**src/sv/mbrtu_pkg.sv**
```systemverilog
// Shared types, constants and the CRC-16 byte step for the Modbus RTU responder.
// No dependencies; every other file imports this package.
`default_nettype none

package mbrtu_pkg;

    // Protocol constants
    localparam logic [15:0] CRC_INIT        = 16'hFFFF;
    localparam logic [15:0] CRC_POLY        = 16'hA001;
    localparam logic [7:0]  FUNC_READ_INPUT = 8'h04;
    localparam logic [7:0]  RESET_ADDRESS   = 8'h01;

    // Frame lengths in bytes
    localparam logic [3:0] REQ_LEN   = 4'd8;
    localparam logic [3:0] OTHER_LEN = 4'd13;

    // Register count width (saturation limit never exceeds 125)
    localparam int CNT_W = 7;
    // Wide enough for 2*start + position
    localparam int RD_ADDR_W = 18;

    // Item opcodes
    typedef enum logic [1:0] {
        OP_RX_BYTE   = 2'd0,
        OP_TBL_WRITE = 2'd1,
        OP_PULL      = 2'd2,
        OP_UNUSED    = 2'd3
    } t_opcode;

    // Accepted request handed from receiver to transmitter
    typedef struct packed {
        logic             load;
        logic [15:0]      start;
        logic [CNT_W-1:0] count;
    } t_req;

    // One response byte
    typedef struct packed {
        logic       valid;
        logic [7:0] data;
        logic       last;
    } t_tx_res;

    // CRC-16, reflected, one byte (eight shift steps)
    function automatic logic [15:0] crc_byte(input logic [15:0] crc, input logic [7:0] b);
        logic [15:0] c;
        c = crc ^ {8'h00, b};
        for (int k = 0; k < 8; k++) begin
            if (c[0]) begin
                c = (c >> 1) ^ CRC_POLY;
            end else begin
                c = c >> 1;
            end
        end
        return c;
    endfunction

endpackage

`default_nettype wire

```
**src/sv/modbus_rtu_read_input_responder_top.sv**
```systemverilog
// Top level of the Modbus RTU read-input responder: handshakes, item and result registers.
// Depends on mbrtu_pkg, mbrtu_rx, mbrtu_tbl and mbrtu_tx.
//
//   port group  direction  handshake               payload
//   in          to block   i_in_valid/o_in_stall   i_opcode, i_data_byte, i_table_index
//   out         from block o_out_valid/i_out_stall o_tx_byte, o_last_byte
//   cfg         to block   i_cfg_wr_en             i_cfg_wr_data (slave address)
//
// One item per cycle while the output is not stalled: an item is registered at the accepting
// edge and processed once the output register is free; a pull result is loaded into the output
// register at the end of that cycle, so it passes the item register and then the result register.
// The table read is registered and addressed from the sequencer's next position.
// Reset is synchronous; it clears all control state and the table flags.
// A stalled output holds its result; the item register holds until the output frees.
`default_nettype none

module modbus_rtu_read_input_responder_top
    import mbrtu_pkg::*;
#(
    parameter int TABLE_BYTES   = 256,
    parameter int MAX_READ_REGS = 125
) (
    input  wire logic       i_clk,
    input  wire logic       i_rst_n,
    input  wire logic       i_cfg_wr_en,
    input  wire logic [7:0] i_cfg_wr_data,
    input  wire logic       i_in_valid,
    output logic            o_in_stall,
    input  wire logic [1:0] i_opcode,
    input  wire logic [7:0] i_data_byte,
    input  wire logic [7:0] i_table_index,
    output logic            o_out_valid,
    input  wire logic       i_out_stall,
    output logic [7:0]      o_tx_byte,
    output logic            o_last_byte
);

    // Table entries reachable through an 8-bit index
    localparam int DEPTH = (TABLE_BYTES < 256) ? TABLE_BYTES : 256;

    logic [7:0] r_slave_addr;
    logic       r_in_valid;
    t_opcode    r_op;
    logic [7:0] r_data;
    logic [7:0] r_idx;
    logic       r_out_valid;
    logic [7:0] r_out_byte;
    logic       r_out_last;

    logic                 step;
    logic                 in_take;
    t_req                 req;
    t_tx_res              res;
    logic [RD_ADDR_W-1:0] rd_addr;
    logic [7:0]           tbl_byte;

    // Handshake
    assign step       = r_in_valid && (!r_out_valid || !i_out_stall);
    assign o_in_stall = r_in_valid && !step;
    assign in_take    = i_in_valid && !o_in_stall;

    // Address register
    always_ff @(posedge i_clk) begin
        if (!i_rst_n) begin
            r_slave_addr <= RESET_ADDRESS;
        end else if (i_cfg_wr_en) begin
            r_slave_addr <= i_cfg_wr_data;
        end
    end

    // Item register
    always_ff @(posedge i_clk) begin
        if (!i_rst_n) begin
            r_in_valid <= 1'b0;
        end else if (in_take) begin
            r_in_valid <= 1'b1;
        end else if (step) begin
            r_in_valid <= 1'b0;
        end
    end

    always_ff @(posedge i_clk) begin
        if (in_take) begin
            r_op   <= t_opcode'(i_opcode);
            r_data <= i_data_byte;
            r_idx  <= i_table_index;
        end
    end

    mbrtu_rx #(
        .MAX_READ_REGS(MAX_READ_REGS)
    ) u_rx (
        .i_clk       (i_clk),
        .i_rst_n     (i_rst_n),
        .i_step      (step && (r_op == OP_RX_BYTE)),
        .i_byte      (r_data),
        .i_slave_addr(r_slave_addr),
        .o_req       (req)
    );

    mbrtu_tbl #(
        .DEPTH(DEPTH)
    ) u_tbl (
        .i_clk    (i_clk),
        .i_rst_n  (i_rst_n),
        .i_wr_en  (step && (r_op == OP_TBL_WRITE)),
        .i_wr_idx (r_idx),
        .i_wr_data(r_data),
        .i_rd_addr(rd_addr),
        .o_rd_data(tbl_byte)
    );

    mbrtu_tx u_tx (
        .i_clk       (i_clk),
        .i_rst_n     (i_rst_n),
        .i_pull      (step && (r_op == OP_PULL)),
        .i_req       (req),
        .i_slave_addr(r_slave_addr),
        .i_tbl_byte  (tbl_byte),
        .o_rd_addr   (rd_addr),
        .o_res       (res)
    );

    // Result register
    always_ff @(posedge i_clk) begin
        if (!i_rst_n) begin
            r_out_valid <= 1'b0;
        end else if (res.valid) begin
            r_out_valid <= 1'b1;
        end else if (!i_out_stall) begin
            r_out_valid <= 1'b0;
        end
    end

    always_ff @(posedge i_clk) begin
        if (res.valid) begin
            r_out_byte <= res.data;
            r_out_last <= res.last;
        end
    end

    assign o_out_valid = r_out_valid;
    assign o_tx_byte   = r_out_byte;
    assign o_last_byte = r_out_last;

endmodule

`default_nettype wire

```
**src/sv/mbrtu_rx.sv**
```systemverilog
// Request receiver: frames serial bytes, checks the CRC, extracts start and count.
// Depends on mbrtu_pkg.
`default_nettype none

module mbrtu_rx
    import mbrtu_pkg::*;
#(
    parameter int MAX_READ_REGS = 125
) (
    input  wire logic       i_clk,
    input  wire logic       i_rst_n,
    input  wire logic       i_step,
    input  wire logic [7:0] i_byte,
    input  wire logic [7:0] i_slave_addr,
    output t_req            o_req
);

    logic [3:0]  r_pos, n_pos;
    logic        r_long, n_long;
    logic [15:0] r_crc, n_crc;
    logic [31:0] r_fields, n_fields;

    logic        long_eff;
    logic [15:0] crc_base;
    logic [3:0]  pos_inc;
    logic [15:0] cnt_raw;

    // Next framing state for one received byte
    always_comb begin
        n_pos    = r_pos;
        n_long   = r_long;
        n_crc    = r_crc;
        n_fields = r_fields;
        o_req    = '0;
        long_eff = (r_pos == 4'd0) ? (i_byte != i_slave_addr) : r_long;
        crc_base = (r_pos == 4'd0) ? CRC_INIT : r_crc;
        pos_inc  = r_pos + 4'd1;
        cnt_raw  = r_fields[15:0];

        o_req.start = r_fields[31:16];
        o_req.count = (cnt_raw > 16'(MAX_READ_REGS)) ? CNT_W'(MAX_READ_REGS)
                                                      : cnt_raw[CNT_W-1:0];
        if (i_step) begin
            n_long = long_eff;
            n_crc  = crc_byte(crc_base, i_byte);
            if (long_eff) begin
                n_pos = (pos_inc >= OTHER_LEN) ? 4'd0 : pos_inc;
            end else begin
                if (r_pos >= 4'd2 && r_pos <= 4'd5) begin
                    n_fields = {r_fields[23:0], i_byte};
                end
                if (pos_inc >= REQ_LEN) begin
                    n_pos      = 4'd0;
                    o_req.load = (n_crc == 16'h0000);
                end else begin
                    n_pos = pos_inc;
                end
            end
        end
    end

    // Framing control state
    always_ff @(posedge i_clk) begin
        if (!i_rst_n) begin
            r_pos  <= 4'd0;
            r_long <= 1'b0;
            r_crc  <= CRC_INIT;
        end else begin
            r_pos  <= n_pos;
            r_long <= n_long;
            r_crc  <= n_crc;
        end
    end

    // Request fields, fully rewritten by every request
    always_ff @(posedge i_clk) begin
        r_fields <= n_fields;
    end

endmodule

`default_nettype wire

```
**src/sv/mbrtu_tbl.sv**
```systemverilog
// Register table: byte memory with per-entry written flags and a registered read.
// Depends on mbrtu_pkg.
`default_nettype none

module mbrtu_tbl
    import mbrtu_pkg::*;
#(
    parameter int DEPTH = 256
) (
    input  wire logic                 i_clk,
    input  wire logic                 i_rst_n,
    input  wire logic                 i_wr_en,
    input  wire logic [7:0]           i_wr_idx,
    input  wire logic [7:0]           i_wr_data,
    input  wire logic [RD_ADDR_W-1:0] i_rd_addr,
    output logic [7:0]                o_rd_data
);

    localparam int AW = $clog2(DEPTH);

    logic [7:0]       mem [DEPTH];
    logic [DEPTH-1:0] r_vld;
    logic [7:0]       r_q;
    logic             r_q_vld;
    logic             r_in_range;
    logic             r_byp;
    logic [7:0]       r_byp_data;

    logic wr_ok;
    logic rd_ok;
    logic hit;

    assign wr_ok = i_wr_en && (32'(i_wr_idx) < DEPTH);
    assign rd_ok = (32'(i_rd_addr) < DEPTH);
    assign hit   = wr_ok && rd_ok && (RD_ADDR_W'(i_wr_idx) == i_rd_addr);

    // Storage write
    always_ff @(posedge i_clk) begin
        if (wr_ok) begin
            mem[AW'(i_wr_idx)] <= i_wr_data;
        end
    end

    // Storage read
    always_ff @(posedge i_clk) begin
        r_q <= mem[AW'(i_rd_addr)];
    end

    // Written flags, cleared by reset
    always_ff @(posedge i_clk) begin
        if (!i_rst_n) begin
            r_vld <= '0;
        end else if (wr_ok) begin
            r_vld[AW'(i_wr_idx)] <= 1'b1;
        end
    end

    // Flag read and write-to-read forwarding
    always_ff @(posedge i_clk) begin
        r_q_vld    <= r_vld[AW'(i_rd_addr)];
        r_in_range <= rd_ok;
        r_byp      <= hit;
        r_byp_data <= i_wr_data;
    end

    // Out of range or never written reads zero
    always_comb begin
        if (!r_in_range) begin
            o_rd_data = 8'h00;
        end else if (r_byp) begin
            o_rd_data = r_byp_data;
        end else if (r_q_vld) begin
            o_rd_data = r_q;
        end else begin
            o_rd_data = 8'h00;
        end
    end

endmodule

`default_nettype wire

```
**src/sv/mbrtu_tx.sv**
```systemverilog
// Response sequencer: emits address, function, byte count, table bytes and CRC.
// Depends on mbrtu_pkg; table data comes from mbrtu_tbl one read ahead.
`default_nettype none

module mbrtu_tx
    import mbrtu_pkg::*;
(
    input  wire logic                 i_clk,
    input  wire logic                 i_rst_n,
    input  wire logic                 i_pull,
    input  wire t_req                 i_req,
    input  wire logic [7:0]           i_slave_addr,
    input  wire logic [7:0]           i_tbl_byte,
    output logic [RD_ADDR_W-1:0]      o_rd_addr,
    output t_tx_res                   o_res
);

    logic             r_pending, n_pending;
    logic [7:0]       r_pos, n_pos;
    logic [15:0]      r_crc, n_crc;
    logic [15:0]      r_start, n_start;
    logic [CNT_W-1:0] r_count, n_count;

    logic [7:0] nbytes;
    logic [8:0] end_pos;
    logic [8:0] pos9;

    // Byte selection and state update for one pull
    always_comb begin
        nbytes    = {r_count, 1'b0};
        end_pos   = {1'b0, nbytes} + 9'd3;
        pos9      = {1'b0, r_pos};
        n_pending = r_pending;
        n_pos     = r_pos;
        n_crc     = r_crc;
        n_start   = r_start;
        n_count   = r_count;
        o_res     = '0;

        priority if (pos9 == 9'd0) begin
            o_res.data = i_slave_addr;
        end else if (pos9 == 9'd1) begin
            o_res.data = FUNC_READ_INPUT;
        end else if (pos9 == 9'd2) begin
            o_res.data = nbytes;
        end else if (pos9 < end_pos) begin
            o_res.data = i_tbl_byte;
        end else if (pos9 == end_pos) begin
            o_res.data = r_crc[7:0];
        end else begin
            o_res.data = r_crc[15:8];
            o_res.last = 1'b1;
        end
        o_res.valid = i_pull && r_pending;

        if (i_req.load) begin
            n_pending = 1'b1;
            n_pos     = 8'd0;
            n_crc     = CRC_INIT;
            n_start   = i_req.start;
            n_count   = i_req.count;
        end else if (o_res.valid) begin
            if (pos9 < end_pos) begin
                n_crc = crc_byte(r_crc, o_res.data);
            end
            if (o_res.last) begin
                n_pending = 1'b0;
                n_pos     = 8'd0;
                n_crc     = CRC_INIT;
            end else begin
                n_pos = r_pos + 8'd1;
            end
        end
    end

    // Table address for the byte after this update
    assign o_rd_addr = {1'b0, n_start, 1'b0} + RD_ADDR_W'(n_pos) - RD_ADDR_W'(3);

    // Sequencer state
    always_ff @(posedge i_clk) begin
        if (!i_rst_n) begin
            r_pending <= 1'b0;
            r_pos     <= 8'd0;
            r_crc     <= CRC_INIT;
            r_start   <= 16'd0;
            r_count   <= '0;
        end else begin
            r_pending <= n_pending;
            r_pos     <= n_pos;
            r_crc     <= n_crc;
            r_start   <= n_start;
            r_count   <= n_count;
        end
    end

endmodule

`default_nettype wire

```
**config.mk**
```make
export PLATFORM = sky130hd
export DESIGN_NAME = modbus_rtu_read_input_responder_top
export DESIGN_NICKNAME = d
export VERILOG_FILES = /design/src/sv/mbrtu_pkg.sv /design/src/sv/modbus_rtu_read_input_responder_top.sv /design/src/sv/mbrtu_rx.sv /design/src/sv/mbrtu_tbl.sv /design/src/sv/mbrtu_tx.sv
export SDC_FILE = /design/constraint.sdc
export NUM_CORES = 2
export LEC_CHECK = 0
export ABC_CLOCK_PERIOD_IN_PS = 14500
export BUFFER_PORTS_ARGS = -buffer_cell sky130_fd_sc_hd__buf_2
export CAP_MARGIN = 20
export CORE_ASPECT_RATIO = 1.2
export CORE_MARGIN = 10
export CORE_UTILIZATION = 25
export CTS_CLUSTER_DIAMETER = 150
export DETAILED_ROUTE_END_ITERATION = 10
export SETUP_SLACK_MARGIN = 0.1
export SLEW_MARGIN = 20
export SYNTH_ARGS = -nofsm -noshare
export SYNTH_HDL_FRONTEND = slang
export SYNTH_SLANG_ARGS = --single-unit
```
**constraint.sdc**
```tcl
create_clock -name i_clk -period 14.5 [get_ports i_clk]
set_input_delay 1.45 -clock i_clk [delete_from_list [all_inputs] [get_ports i_clk]]
set_output_delay 1.45 -clock i_clk [all_outputs]
set_load 0.02 [all_outputs]
```
==> results_dict.tcl <==
set metrics [dict create \
    grt_pass1_vias 54300 \
    met3RoutedLength_mm 19.0 \
    grt_antenna_before_repair 7 \
    area.growth.synth_to_final_pct 14.2 \
    setup_tns_ns 0 \
    die_h_um 700 \
    final_layout_size_suffix_gt1_share_pct 9.13 \
    cts-hold-fix-buffers 0 \
    cts-buffers-inserted 229 \
    number_of_routed_nets_with_antenna_violations 0 \
    drt-total-wl_mm 267 \
    period_share_pct 75.6 \
    min_period_ns 10.96 \
    synth.lib_cells_used.distinct 78 \
    portBuffers 41 \
    clockRootBuffer "clkbuf_16" \
    num_vias 55200 \
    unrepaired_setup_endpoints_after_global_routing "no" \
    syn_nets 6372 \
    clock_tree.buffer_depth 3 \
    clock-sinks 2461 \
    worst-r2r-setup-slack_ns 3.54 \
    final.setup_skew_ns 0.0730 \
    clkLatencyLatePin_ns 0.90 \
    detailroute.wirelength.met2_mm 130 \
    maxSlewViolCount 0 \
    slowest_cell_on_the_critical_path "buf_4" \
    synth-warning-count 0 \
    number_of_enable_type_register_cells_in_the_synthesized_netlist 2107 \
    layout.filler_cells 38100 \
    syn-instance-count 6299 \
    psw_w 0.00290 \
    fin_util_pct 28.7 \
    synthesis.area_mm2 0.0964 \
    max-cap-violations 0 \
    dp_hpwl_mm 164 \
    finalSetupViolations 0 \
    vias_per_cell 4.74 \
    power_frac_comb_pct 2.0 \
    rr_endpoint "u_tbl.r_q[3]$_DFF_P_" \
    final_net_count 6385 \
    worst_slew_margin_rel_pct 14.0 \
    first_pass_grt_wire_length_mm 384 \
    synthDominantCellAreaShare_pct 65.6 \
    ctsResizeCount 0 \
    cp.arrival_ns 11.70 \
    sw_frac_of_total_pct 20.5 \
    criticalPathCategory "reg -> reg" \
    post-synth-top-area-cell "edfxtp_1" \
    rr_worst_depth 25 \
    htreeDepth 4 \
    synth_seq_area_share_pct 73.0 \
    wirelength_met1_mm 106 \
    power_report.internal_total_w 0.0113 \
    grt_start_max_net_pins 196 \
    clk_transition_reported_paths_ns 0.06 \
    core_area_mm2 0.384 \
    top_layer "met5" \
    synth_async_sr_flop_share_pct 0 \
    cts.repair_timing.setup_buffer_count 0 \
    achievable-frequency_ghz 0.0912 \
    wl_per_cell_um 22.9 \
    detail_route.first_pass.iterations 6 \
    per_instance_average_area_after_synthesis_um2 15.3 \
    grt_overflow_total 0 \
    cts_tree "built" \
    hold-path-cell-count 0 \
    ioPinCount 42 \
    initial_utilization_pct 25.1 \
    rows 249 \
    worst-path-buf-inv 6 \
    timing.hold.worst.class "reg -> reg" \
    highest_count_cells_in_the_layout_ignoring_fill_and_taps "2,107 x edfxtp_1, 1,107 x mux2i_1, 844 x nor2_1, 585 x o22ai_1, 354 x dfxtp_1" \
    gp_congestion 0.854 \
    path_delay_family "buffers and inverters" \
    clock_power_share_pct 43.3 \
    timing.critical_path.required_ns 15.23 \
    fp.dieArea_mm2 0.411 \
    die_w_um 587 \
    cpMostUsedCell "buf_4" \
    power_frac_seq_pct 54.7 \
    detail_route.drc_violations 0 \
    crit_path_max_incr_delay_ns 0.98 \
    yosys_reg_bits 2461 \
    hold_vio_cnt_final 0 \
    dr.first_iter.drc_count 6082 \
    cp-start-kind "register" \
    layout_commonest_cell "edfxtp_1" \
    critPathCaptureType "register" \
    worstMarginPinSlew_ns 1.29 \
    track_usage_pct 12.3 \
    timing.critical_path.fanout_max 63 \
    irDropWorstVdd_mv 0.137 \
    power_density_mw_per_mm2 129 \
    synth.area.top_cells "edfxtp_1 66%, mux2i_1 11%, dfxtp_1 7.4%, o22ai_1 3.8%, nor2_1 3.4%" \
    cp.depth 25 \
    crit-reg2reg-launch "u_rx.r_pos[0]$_SDFFE_PN0P_" \
    run_status "completed" \
    fin_hold_ws_ns 0.445 \
    min_delay_worst_endpoint "u_rx.r_fields[20]$_DFFE_PP_" \
    leakage_nw 41.0 \
    synth_ff_type "edfxtp_1" \
    min_from "u_rx.r_fields[12]$_DFFE_PP_" \
]
==> registers in the layout (all words and copies together), names as in the netlist, 7 cells and up <==
signal            count
u_tbl.mem          2048
u_tbl.r_vld         256
u_rx.r_fields        32
u_rx.r_crc           16
u_tx.r_crc           16
u_tx.r_start         16
o_tx_byte             8
r_data                8
r_idx                 8
r_slave_addr          8
u_tbl.r_byp_data      8
u_tbl.r_q             8
u_tx.r_pos            8
u_tx.r_count          7
==> area by class of cell <==
type / instances / area, um2 / share of cell area (%)
flip-flops and latches: 2461 / 70400 / 63.9
inverters: 49 / 191 / 0.174
well taps: 5145 / 6440 / 5.85
multi-input cells: 3420 / 24100 / 21.9
diodes: 1 / 2.50 / 0.00227
clock buffers: 306 / 6260 / 5.69
repair buffers: 151 / 1220 / 1.11
clock inverters: 127 / 1430 / 1.30
==> power by group through the flow <==
stage	logic, W	clock network [W]	registers (W)
detailed placement	0.000282	0	0.00790
CTS	0.000282	0.00622	0.00775
finish	0.000283	0.00614	0.00775
floorplan	0.0000754	0	0.00798
global placement	0.000270	0	0.00790
global route	0.000300	0.00650	0.00774
==> cells in the mapped netlist (all sizes together) (15+ instances only) <==
cell type	count
inv	49
xor2	31
o221ai	52
nor3	46
nand3	39
clkbuf	225
mux2i	1107
ha	41
a21oi	66
edfxtp	2107
a211oi	19
o22ai	586
buf	144
o21ai	49
dfxtp	354
nand2	118
nor2b	16
and3	15
xnor2	50
nor2	872
o211ai	27
nor4	141
==> per-layer routing <==
metal / vias up / track usage (%)
li1: 24300 / -
met3: 525 / 1.99
met5: - / 0
met1: 28200 / 15.4
met2: 2220 / 21.0
met4: 8 / 5.44
==> through the flow <==
| stage | instances | total power [W] | cell area, um2 | worst slack, ns |
|---|---|---|---|---|
| floorplan | 6299 | 0.00806 | 96400 | 5.03 |
| global placement | 11200 | 0.00817 | 102000 | 3.59 |
| detailed placement | 11200 | 0.00818 | 102000 | 3.60 |
| CTS | 11700 | 0.0142 | 110000 | 3.59 |
| global route | 11700 | 0.0145 | 110000 | 2.86 |
| finish | 11700 | 0.0142 | 110000 | 3.54 |
==> worst max-delay path by stage <==
stage / start / endpoint / slack [ns]
floorplan: r_data[2]$_DFFE_PP_ / u_tbl.r_q_vld$_DFF_P_ / 5.03
global placement: u_rx.r_pos[0]$_SDFFE_PN0P_ / u_tbl.r_q[3]$_DFF_P_ / 3.59
detailed placement: u_rx.r_pos[0]$_SDFFE_PN0P_ / u_tbl.r_q[3]$_DFF_P_ / 3.60
CTS: u_rx.r_pos[0]$_SDFFE_PN0P_ / u_tbl.r_q[3]$_DFF_P_ / 3.59
global route: u_rx.r_pos[1]$_SDFFE_PN0P_ / u_tbl.r_q[3]$_DFF_P_ / 2.86
finish: u_rx.r_pos[0]$_SDFFE_PN0P_ / u_tbl.r_q[3]$_DFF_P_ / 3.54
==> cells by family (layout without fill, tap and decap cells) <==
family                     Yosys count  count (layout)  synth area share (%)
buffers and inverters              418             633                  2.23
adders and majority gates           42              42                 0.553
xor gates and xnor gates            83              83                 0.783
other                                0               1                     0
DFF                               2461            2461                  73.0
and+or+nand+nor                   1312            1312                  5.95
muxes                             1121            1121                  11.7
AOI/OAI and AO/OA                  862             862                  5.82
(Power assumes the default switching activity.)
